**config.mk**
```make
export PLATFORM = sky130hd
export DESIGN_NAME = burst_velocity_estimator_top
export DESIGN_NICKNAME = d
export VERILOG_FILES = /design/src/bve_pkg.sv /design/src/bve_front.sv /design/src/bve_queue.sv /design/src/bve_back.sv /design/src/burst_velocity_estimator_top.sv
export SDC_FILE = /design/constraint.sdc
export NUM_CORES = 1
export LEC_CHECK = 0
export ABC_AREA = 1
export BUFFER_PORTS_ARGS = -buffer_cell sky130_fd_sc_hd__buf_2
export CORE_MARGIN = 4
export CORE_UTILIZATION = 35
export DETAILED_ROUTE_END_ITERATION = 10
export HOLD_SLACK_MARGIN = 0.02
export PLACE_DENSITY = 0.53
export SLEW_MARGIN = 20
export SYNTH_ARGS = -nofsm -noshare
export SYNTH_HDL_FRONTEND = slang
export SYNTH_SLANG_ARGS = --single-unit
export TNS_END_PERCENT = 5
```
**constraint.sdc**
```tcl
create_clock -name clk -period 16.8 [get_ports clk]
set_input_delay 0 -clock clk [delete_from_list [all_inputs] [get_ports clk]]
set_output_delay 0 -clock clk [all_outputs]
set_load 0.005 [all_outputs]
```
**src/bve_pkg.sv**
```systemverilog
// ----------------------------------------------------------------------------
// bve_pkg: shared definitions for the burst velocity estimator
// Holds defaults, register indexes, the back-end state type and the
// signal groups that pass between the front end, the queue and the back end.
// ----------------------------------------------------------------------------
package bve_pkg;

    // Default saturation limit of the per-burst sample count.
    localparam int MAX_BURST_DEF = 8192;

    // Depth of the queue between the front end and the back end.
    localparam int QUEUE_DEPTH = 2;

    // Configuration register indexes.
    localparam logic CFG_NOISE_FLOOR    = 1'b0;
    localparam logic CFG_SEND_THRESHOLD = 1'b1;

    // Reset values of the configuration registers.
    localparam logic [7:0] NOISE_FLOOR_RST    = 8'd1;
    localparam logic [6:0] SEND_THRESHOLD_RST = 7'd2;

    // Velocity limits of the mapping.
    localparam logic [6:0] VEL_MIN = 7'd1;
    localparam logic [6:0] VEL_MAX = 7'd127;

    // Configuration seen by the front end and the back end.
    typedef struct packed {
        logic [7:0] noise_floor;
        logic [6:0] send_threshold;
    } bve_cfg_t;

    // Queue status seen by the writer and the reader.
    typedef struct packed {
        logic full;
        logic empty;
    } bve_qstat_t;

    // Back-end sequencer states.
    typedef enum logic [2:0] {
        ST_IDLE,
        ST_MUL,
        ST_SUM,
        ST_CMP,
        ST_DIV,
        ST_OUT
    } bve_state_t;

endpackage

```
**src/bve_front.sv**
```systemverilog
// ----------------------------------------------------------------------------
// bve_front: burst accumulator
// Filters samples against the noise floor and keeps the running sum, count
// and peak of the current burst; hands the totals on at the burst's end.
// ----------------------------------------------------------------------------
module bve_front #(
    parameter int MAX_BURST = bve_pkg::MAX_BURST_DEF,
    localparam int CW = $clog2(MAX_BURST + 1),
    localparam int SW = $clog2(MAX_BURST * 255 + 1)
) (
    input  logic              clk,
    input  logic              rst_n,
    input  bve_pkg::bve_cfg_t cfg,
    input  logic              accept,
    input  logic [7:0]        sample,
    input  logic              last_sample,
    output logic              push,
    output logic [SW-1:0]     burst_sum,
    output logic [CW-1:0]     burst_count,
    output logic [7:0]        burst_peak
);

    logic [SW-1:0] sum_reg, sum_next;
    logic [CW-1:0] count_reg, count_next;
    logic [7:0]    peak_reg, peak_next;
    logic          counted;

    // Totals including the request now being accepted.
    always_comb
    begin
        counted     = sample > cfg.noise_floor;
        burst_sum   = sum_reg;
        burst_count = count_reg;
        burst_peak  = peak_reg;
        if (counted)
        begin
            if (sample > peak_reg)
            begin
                burst_peak = sample;
            end
            if (count_reg < CW'(MAX_BURST))
            begin
                burst_sum   = sum_reg + SW'(sample);
                burst_count = count_reg + CW'(1);
            end
        end
        push = accept && last_sample;
    end

    // Accumulators clear once a burst has been handed on.
    always_comb
    begin
        sum_next   = sum_reg;
        count_next = count_reg;
        peak_next  = peak_reg;
        if (accept)
        begin
            if (last_sample)
            begin
                sum_next   = '0;
                count_next = '0;
                peak_next  = '0;
            end
            else
            begin
                sum_next   = burst_sum;
                count_next = burst_count;
                peak_next  = burst_peak;
            end
        end
    end

    always_ff @(posedge clk or negedge rst_n)
    begin
        if (!rst_n)
        begin
            sum_reg   <= '0;
            count_reg <= '0;
            peak_reg  <= '0;
        end
        else
        begin
            sum_reg   <= sum_next;
            count_reg <= count_next;
            peak_reg  <= peak_next;
        end
    end

endmodule

```
**src/bve_queue.sv**
```systemverilog
// ----------------------------------------------------------------------------
// bve_queue: burst totals queue
// A short first-in first-out queue that lets the accumulator start a new
// burst while the velocity unit is still working on an earlier one.
// ----------------------------------------------------------------------------
module bve_queue #(
    parameter int WIDTH = 8,
    localparam int DEPTH = bve_pkg::QUEUE_DEPTH,
    localparam int PW = (DEPTH > 1) ? $clog2(DEPTH) : 1,
    localparam int NW = $clog2(DEPTH + 1)
) (
    input  logic                clk,
    input  logic                rst_n,
    input  logic                push,
    input  logic [WIDTH-1:0]    wr_data,
    input  logic                pop,
    output logic [WIDTH-1:0]    rd_data,
    output bve_pkg::bve_qstat_t stat
);

    logic [WIDTH-1:0] mem [DEPTH];
    logic [PW-1:0]    wr_ptr_reg, wr_ptr_next;
    logic [PW-1:0]    rd_ptr_reg, rd_ptr_next;
    logic [NW-1:0]    fill_reg, fill_next;

    // Pointer and fill bookkeeping.
    always_comb
    begin
        wr_ptr_next = wr_ptr_reg;
        rd_ptr_next = rd_ptr_reg;
        fill_next   = fill_reg;
        if (push)
        begin
            wr_ptr_next = (wr_ptr_reg == PW'(DEPTH - 1)) ? '0 : wr_ptr_reg + PW'(1);
        end
        if (pop)
        begin
            rd_ptr_next = (rd_ptr_reg == PW'(DEPTH - 1)) ? '0 : rd_ptr_reg + PW'(1);
        end
        if (push && !pop)
        begin
            fill_next = fill_reg + NW'(1);
        end
        else if (pop && !push)
        begin
            fill_next = fill_reg - NW'(1);
        end
        stat.full  = fill_reg == NW'(DEPTH);
        stat.empty = fill_reg == '0;
        rd_data    = mem[rd_ptr_reg];
    end

    always_ff @(posedge clk or negedge rst_n)
    begin
        if (!rst_n)
        begin
            wr_ptr_reg <= '0;
            rd_ptr_reg <= '0;
            fill_reg   <= '0;
        end
        else
        begin
            wr_ptr_reg <= wr_ptr_next;
            rd_ptr_reg <= rd_ptr_next;
            fill_reg   <= fill_next;
        end
    end

    // Entry storage.
    always_ff @(posedge clk)
    begin
        if (push)
        begin
            mem[wr_ptr_reg] <= wr_data;
        end
    end

`ifndef NO_ASSERTIONS
    a_no_overflow: assert property (@(posedge clk) disable iff (!rst_n)
        push |-> !stat.full)
        else $error("queue written while full");
    a_no_underflow: assert property (@(posedge clk) disable iff (!rst_n)
        pop |-> !stat.empty)
        else $error("queue read while empty");
    a_fill_tracks: assert property (@(posedge clk) disable iff (!rst_n)
        (push && !pop) |=> fill_reg == $past(fill_reg) + NW'(1))
        else $error("queue fill count lost a write");
`endif

endmodule

```
**src/bve_back.sv**
```systemverilog
// ----------------------------------------------------------------------------
// bve_back: velocity unit
// Turns one burst's sum, count and peak into a velocity with exact rational
// arithmetic: multiply, compare against the limits, then a restoring
// division of seven quotient bits, one bit per cycle.
// ----------------------------------------------------------------------------
module bve_back #(
    parameter int MAX_BURST = bve_pkg::MAX_BURST_DEF,
    localparam int CW = $clog2(MAX_BURST + 1),
    localparam int SW = $clog2(MAX_BURST * 255 + 1),
    localparam int PW = CW + 8,
    localparam int XW = $clog2(26100 * MAX_BURST + 1)
) (
    input  logic                clk,
    input  logic                rst_n,
    input  bve_pkg::bve_cfg_t   cfg,
    input  bve_pkg::bve_qstat_t qstat,
    input  logic [SW-1:0]       q_sum,
    input  logic [CW-1:0]       q_count,
    input  logic [7:0]          q_peak,
    output logic                pop,
    output logic                done,
    output logic [6:0]          velocity
);

    bve_pkg::bve_state_t state_reg, state_next;

    logic [SW-1:0] sum_reg, sum_next;
    logic [CW-1:0] c_reg, c_next;
    logic [7:0]    peak_reg, peak_next;
    logic [PW-1:0] prod_reg, prod_next;
    logic [XW-1:0] d_reg, d_next;
    logic [XW-1:0] n_reg, n_next;
    logic [XW-1:0] a_reg, a_next;
    logic [XW-1:0] b_reg, b_next;
    logic [6:0]    q_reg, q_next;
    logic [2:0]    step_reg, step_next;
    logic [6:0]    vel_reg, vel_next;
    logic          done_reg, done_next;
    logic [6:0]    velocity_reg, velocity_next;
    logic [6:0]    q_bit;

    // Sequencer: next state and datapath updates.
    always_comb
    begin
        state_next    = state_reg;
        sum_next      = sum_reg;
        c_next        = c_reg;
        peak_next     = peak_reg;
        prod_next     = prod_reg;
        d_next        = d_reg;
        n_next        = n_reg;
        a_next        = a_reg;
        b_next        = b_reg;
        q_next        = q_reg;
        step_next     = step_reg;
        vel_next      = vel_reg;
        done_next     = 1'b0;
        velocity_next = velocity_reg;
        pop           = 1'b0;
        q_bit         = q_reg;
        case (state_reg)
            bve_pkg::ST_IDLE:
            begin
                if (!qstat.empty)
                begin
                    pop       = 1'b1;
                    sum_next  = q_sum;
                    c_next    = (q_count == '0) ? CW'(1) : q_count;
                    peak_next = q_peak;
                    state_next = bve_pkg::ST_MUL;
                end
            end
            bve_pkg::ST_MUL:
            begin
                // Peak times count, and the denominator D = 10c.
                prod_next  = PW'(peak_reg) * PW'(c_reg);
                d_next     = XW'(c_reg) * XW'(10);
                state_next = bve_pkg::ST_SUM;
            end
            bve_pkg::ST_SUM:
            begin
                // Numerator N = sum + 5 * peak * c.
                n_next     = XW'(sum_reg) + XW'(prod_reg) * XW'(5);
                state_next = bve_pkg::ST_CMP;
            end
            bve_pkg::ST_CMP:
            begin
                // Clamp at both ends, otherwise set up 29(N - 20D) / 25D.
                if (n_reg <= d_reg * XW'(20))
                begin
                    vel_next   = bve_pkg::VEL_MIN;
                    state_next = bve_pkg::ST_OUT;
                end
                else if (n_reg >= d_reg * XW'(110))
                begin
                    vel_next   = bve_pkg::VEL_MAX;
                    state_next = bve_pkg::ST_OUT;
                end
                else
                begin
                    a_next     = (n_reg - d_reg * XW'(20)) * XW'(29);
                    b_next     = d_reg * XW'(1600);
                    q_next     = '0;
                    step_next  = '0;
                    state_next = bve_pkg::ST_DIV;
                end
            end
            bve_pkg::ST_DIV:
            begin
                // One restoring division step; the divisor walks down by one bit.
                if (a_reg >= b_reg)
                begin
                    a_next = a_reg - b_reg;
                    q_bit  = {q_reg[5:0], 1'b1};
                end
                else
                begin
                    q_bit = {q_reg[5:0], 1'b0};
                end
                q_next    = q_bit;
                b_next    = b_reg >> 1;
                step_next = step_reg + 3'd1;
                if (step_reg == 3'd6)
                begin
                    vel_next   = q_bit + 7'd1;
                    state_next = bve_pkg::ST_OUT;
                end
            end
            bve_pkg::ST_OUT:
            begin
                // Send only velocities above the threshold.
                done_next     = vel_reg > cfg.send_threshold;
                velocity_next = vel_reg;
                state_next    = bve_pkg::ST_IDLE;
            end
            default:
            begin
                state_next = bve_pkg::ST_IDLE;
            end
        endcase
    end

    // Control registers.
    always_ff @(posedge clk or negedge rst_n)
    begin
        if (!rst_n)
        begin
            state_reg <= bve_pkg::ST_IDLE;
            done_reg  <= 1'b0;
        end
        else
        begin
            state_reg <= state_next;
            done_reg  <= done_next;
        end
    end

    // Datapath registers.
    always_ff @(posedge clk)
    begin
        sum_reg      <= sum_next;
        c_reg        <= c_next;
        peak_reg     <= peak_next;
        prod_reg     <= prod_next;
        d_reg        <= d_next;
        n_reg        <= n_next;
        a_reg        <= a_next;
        b_reg        <= b_next;
        q_reg        <= q_next;
        step_reg     <= step_next;
        vel_reg      <= vel_next;
        velocity_reg <= velocity_next;
    end

    assign done     = done_reg;
    assign velocity = velocity_reg;

`ifndef NO_ASSERTIONS
    a_single_strobe: assert property (@(posedge clk) disable iff (!rst_n)
        done |=> !done)
        else $error("result strobe held longer than one cycle");
    a_above_threshold: assert property (@(posedge clk) disable iff (!rst_n)
        done |-> (velocity > cfg.send_threshold) && (velocity != 7'd0))
        else $error("result sent at or below the threshold");
    a_strobe_after_out: assert property (@(posedge clk) disable iff (!rst_n)
        done |-> $past(state_reg) == bve_pkg::ST_OUT)
        else $error("result strobe outside the output step");
    a_pop_when_idle: assert property (@(posedge clk) disable iff (!rst_n)
        pop |-> state_reg == bve_pkg::ST_IDLE)
        else $error("queue read while the velocity unit is busy");
`endif

endmodule

```
**src/burst_velocity_estimator_top.sv**
```systemverilog
// ----------------------------------------------------------------------------
// burst_velocity_estimator_top: burst velocity estimator
// Accumulates bursts of ADC samples and reports a hit velocity for each burst
// whose velocity is above the send threshold.
//   Channel   Ports                              Handshake
//   -------   --------------------------------   ---------------------------
//   request   start, busy, sample, last_sample   taken when start && !busy
//   result    done, velocity                     one-cycle strobe, no stall
//   config    cfg_we, cfg_addr, cfg_wdata        written when cfg_we is high
//
// One sample is taken every cycle while busy is low. The velocity unit takes
// each queued burst in turn through its multiply, sum and compare steps, then
// the seven-step divider for values that are not clamped, and an output step
// that registers the result strobe.
// Busy rises only while the queue holds two finished bursts.
// Reset clears the accumulators and queue at once; no clearing pass.
// The receiver cannot stall; the result strobe is high for one cycle only.
// ----------------------------------------------------------------------------
module burst_velocity_estimator_top #(
    parameter int MAX_BURST = bve_pkg::MAX_BURST_DEF,
    localparam int CW = $clog2(MAX_BURST + 1),
    localparam int SW = $clog2(MAX_BURST * 255 + 1),
    localparam int EW = SW + CW + 8
) (
    input  logic       clk,
    input  logic       rst_n,
    input  logic       start,
    output logic       busy,
    input  logic [7:0] sample,
    input  logic       last_sample,
    output logic       done,
    output logic [6:0] velocity,
    input  logic       cfg_we,
    input  logic       cfg_addr,
    input  logic [7:0] cfg_wdata
);

    bve_pkg::bve_cfg_t   cfg;
    bve_pkg::bve_qstat_t qstat;

    logic [7:0]    noise_floor_reg, noise_floor_next;
    logic [6:0]    send_threshold_reg, send_threshold_next;
    logic          accept;
    logic          push;
    logic          pop;
    logic [SW-1:0] f_sum;
    logic [CW-1:0] f_count;
    logic [7:0]    f_peak;
    logic [EW-1:0] q_wr_data;
    logic [EW-1:0] q_rd_data;

    // Configuration register writes.
    always_comb
    begin
        noise_floor_next    = noise_floor_reg;
        send_threshold_next = send_threshold_reg;
        if (cfg_we)
        begin
            case (cfg_addr)
                bve_pkg::CFG_NOISE_FLOOR:    noise_floor_next    = cfg_wdata;
                bve_pkg::CFG_SEND_THRESHOLD: send_threshold_next = cfg_wdata[6:0];
                default:                     noise_floor_next    = noise_floor_reg;
            endcase
        end
    end

    always_ff @(posedge clk or negedge rst_n)
    begin
        if (!rst_n)
        begin
            noise_floor_reg    <= bve_pkg::NOISE_FLOOR_RST;
            send_threshold_reg <= bve_pkg::SEND_THRESHOLD_RST;
        end
        else
        begin
            noise_floor_reg    <= noise_floor_next;
            send_threshold_reg <= send_threshold_next;
        end
    end

    // Request acceptance.
    always_comb
    begin
        cfg.noise_floor    = noise_floor_reg;
        cfg.send_threshold = send_threshold_reg;
        busy               = qstat.full;
        accept             = start && !busy;
        q_wr_data          = {f_sum, f_count, f_peak};
    end

    bve_front #(
        .MAX_BURST (MAX_BURST)
    ) u_front (
        .clk         (clk),
        .rst_n       (rst_n),
        .cfg         (cfg),
        .accept      (accept),
        .sample      (sample),
        .last_sample (last_sample),
        .push        (push),
        .burst_sum   (f_sum),
        .burst_count (f_count),
        .burst_peak  (f_peak)
    );

    bve_queue #(
        .WIDTH (EW)
    ) u_queue (
        .clk     (clk),
        .rst_n   (rst_n),
        .push    (push),
        .wr_data (q_wr_data),
        .pop     (pop),
        .rd_data (q_rd_data),
        .stat    (qstat)
    );

    bve_back #(
        .MAX_BURST (MAX_BURST)
    ) u_back (
        .clk      (clk),
        .rst_n    (rst_n),
        .cfg      (cfg),
        .qstat    (qstat),
        .q_sum    (q_rd_data[EW-1 -: SW]),
        .q_count  (q_rd_data[8 +: CW]),
        .q_peak   (q_rd_data[7:0]),
        .pop      (pop),
        .done     (done),
        .velocity (velocity)
    );

endmodule

```
==> summary.txt <==
Drt
  • Remaining DRCs: 0
  • Routed wire length: slightly above 70000 um
  • Pre-Repair DR Iteration Count: 5
  • Antenna viol nets, final: 0
  • Via count: approximately 22000
  • Post-DR wirelength/cell: between 15 and 20 um
  • Vias per cell: around 4.7
  • Initial DRC count: approximately 920

Finish
  • Max FFs per register: 86
  • NumNets Final: around 4200
  • Antenna cell count: 0
  • Multi-input gate area: between 0.015 and 0.02 sq mm
  • Layout overhead on the synthesized area: 10.38%
  • Seq. cell area: about 0.01 sq mm
  • Share of cells above drive strength 1: 0.04431
  • Final Cell Area: around 0.034 sq mm
  • Fillers: approximately 8800

Worst setup path
  • Crit path DAT: 7.77 ns
  • Critical Path Fanout Max: 9
  • Crit start category: flop
  • RR Endpoint: u_back.a_reg[27]$_DFFE_PP_
  • FF-to-FF setup slack: slightly above 9 ns
  • CP max stage cell: edfxtp_1
  • Crit path kind: flop to flop
  • CP max stage delay: around 0.56 ns
  • Cell mode on critical path: nand2_1
  • Req. time, crit path: about 17 ns
  • Register-to-Register Path Depth: 35
  • FF-to-FF Start: u_back.d_reg[4]$_DFFE_PP_
  • Critical Path Sink Type: flop

Synthesis
  • #FFs+latches synth: approximately 340
  • Register area share after synthesis: 0.3229
  • Area leader, netlist: edfxtp_1
  • Syn Nets: 4118
  • Mean Syn Cell Area: approximately 8.6 sq um
  • Post-Synthesis Cells: 3523
  • Dominant cells by area after synthesis: edfxtp_1 (27%), ha_1 (16%), fa_1 (12%), nand2_1 (9.6%), inv_1 (9.0%)
  • Top cell type's share of synthesized area: 0.2686
  • Netlist cell types: 58
  • Yosys Warn Count: 0
  • Post-synthesis cell area: between 0.03 and 0.04 sq mm

Floorplanning
  • Core Box Area: approximately 0.086 sq mm
  • Die X: a little over 300 um
  • Die Ht: ~300 um
  • Site Rows: 107
  • Initial Utilization: 0.3550
  • Boundary pin count: 31
  • Die area: between 0.09 and 0.1 sq mm

STA
  • Relative slew slack: 0.3653
  • Setup violations, final: 0
  • Worst-Margin Slew: around 0.95 ns
  • RSZ-0062 raised after global routing: false
  • Final period utilization: 0.4434
  • Final Max Slew Viols: 0
  • Final Hold Fails: 0
  • Achievable Freq: 134.3 MHz
  • Clock Skews: around 0.022 ns
  • Fin crit period: ~7.4 ns
  • Setup_tns: 0 ns

CTS
  • Worst skew pair latency: ~0.57 ns
  • Post_cts resized: 0
  • H-tree depth: 2
  • CTS Buffer Depth: 3
  • CTS Root Cell: clkbuf_16
  • CTS tree: built
  • Setup repair bufs after CTS: 0
  • Number of buffers created by CTS: 39
  • Clk slew on worst S/H paths: ~0.06 ns
  • Number of clock sinks: 338

Flow run
  • MaxCap Viol Count: 0

Placement
  • Port bufs: 30
  • Hpwl dp: ~57000 um
  • GP Congestion: between 0.8 and 0.9
  • Placed inst area: between 0.03 and 0.04 sq mm

Global route
  • Largest net degree at the start of global routing: 72
  • Gr usage total: 0.1593
  • Vias in the first global route: between 20000 and 25000
  • Total grt overflow: 0
  • Global-route wire length before repair: around 120000 um
  • Initial antenna violation count: 0

Worst hold path
  • Hold WC Path Type: primary input to async pin

Status
  • Status: complete, no violations
-- metrics by stage --
stage                     hold WS [ns]  instances  setup WS [ns]    util
after floorplan                -0.2956       3523          9.302       -
after global placement          0.1989       4656          9.417  0.3728
after detailed placement        0.2023       4656          9.313  0.3728
after CTS                       0.1105       4755          9.313  0.3917
after global routing            0.1983       4755          8.753  0.3918
final                           0.1161       4755          9.351  0.3918
-- Yosys cell counts (all sizes together) --
master	instances
nand2	782
inv	736
ha	386
edfxtp	272
a21oi	223
o21ai	206
fa	187
nor2	154
xor2	110
nand3	89
dfrtp	64
xnor2	56
clkbuf	49
nor3	26
nand4	25
o21bai	21
o22ai	21
a21o	12
a31oi	12
nor4	11
o21a	11
or2	9
a211oi	8
a21boi	7
o211ai	7
o31ai	7
buf	6
nand3b	5
and2	3
nor3b	3
a221oi	2
a22o	2
and3	2
dfstp	2
mux2i	2
a311oi	1
a31o	1
a41oi	1
clkinv	1
o221ai	1
-- layout make-up --
class	instances	area share
Clock buffer	48	0.03097
Clock inverter	24	0.009243
Inverter	737	0.08241
Multi-Input combinational cell	2393	0.5264
Sequential cell	338	0.2926
Tap cell	1144	0.04264
Timing Repair Buffer	71	0.01573
-- cell usage in the layout (no fill, tap or decap), types with 27 or more instances in the layout --
master         netlist  final
a21oi_1            219    218
xnor2_1             49     49
clkbuf_16            0     39
ha_1               386    386
o21ai_0            191    191
dfrtp_1             64     64
nand3_1             88     88
xor2_1             109    109
buf_2                3     29
dlygate4sd3_1        0     27
fa_1               187    187
nor2_1             152    148
inv_1              731    730
edfxtp_1           272    272
nand2_1            776    775
-- logic make-up after synthesis --
logic type / after synthesis / synth area share
adder cells (fa/ha/maj): 573 / 0.2819
AND/OR/NAND/NOR: 1109 / 0.1481
AO/OA/AOI/OAI: 543 / 0.09873
XOR/XNOR: 166 / 0.04978
flip-flops: 338 / 0.3229
multiplexers: 2 / 0.0006582
buffers and inverters: 792 / 0.09795
-- repair_timing --
item                                    CTS  global route
hold buffers                             27             0
hold endpoints to repair                124             0
endpoints found under the setup margin    0             0
-- worst max-delay path by stage --
stage	start	end	slack (ns)	cells past startpoint
2_1_floorplan	u_back.d_reg[5]$_DFFE_PP_	u_back.a_reg[0]$_DFFE_PP_	9.30	28
3_3_place_gp	u_back.d_reg[4]$_DFFE_PP_	u_back.a_reg[27]$_DFFE_PP_	9.42	35
3_5_place_dp	u_back.d_reg[4]$_DFFE_PP_	u_back.a_reg[27]$_DFFE_PP_	9.31	35
4_1_cts	u_back.d_reg[4]$_DFFE_PP_	u_back.a_reg[27]$_DFFE_PP_	9.31	35
5_1_grt	u_back.d_reg[4]$_DFFE_PP_	u_back.a_reg[27]$_DFFE_PP_	8.75	35
6_report	u_back.d_reg[4]$_DFFE_PP_	u_back.a_reg[27]$_DFFE_PP_	9.35	35
-- critical path: cells and delay by family, from the launching register on --
| family | cells | cell delay (ns) |
|---|---|---|
| buffers and inverters | 5 | 0.31 |
| AO/OA/AOI/OAI | 5 | 1.17 |
| AND/OR/NAND/NOR | 17 | 2.09 |
| adder cells (fa/ha/maj) | 8 | 3.08 |
| flip-flops | 1 | 0.56 |
-- per-layer routing --
layer	vias to the layer above	part of all wire	global-route usage
met1	10590	0.46	0.2064
met5	-	0	0
met2	270	0.49	0.2822
met4	0	0.029	0.04698
li1	11480	-	-
met3	98	0.026	0.01567
Power is not shown: default switching activity piles up to over one toggle a cycle in this logic, so the estimate is an artifact.
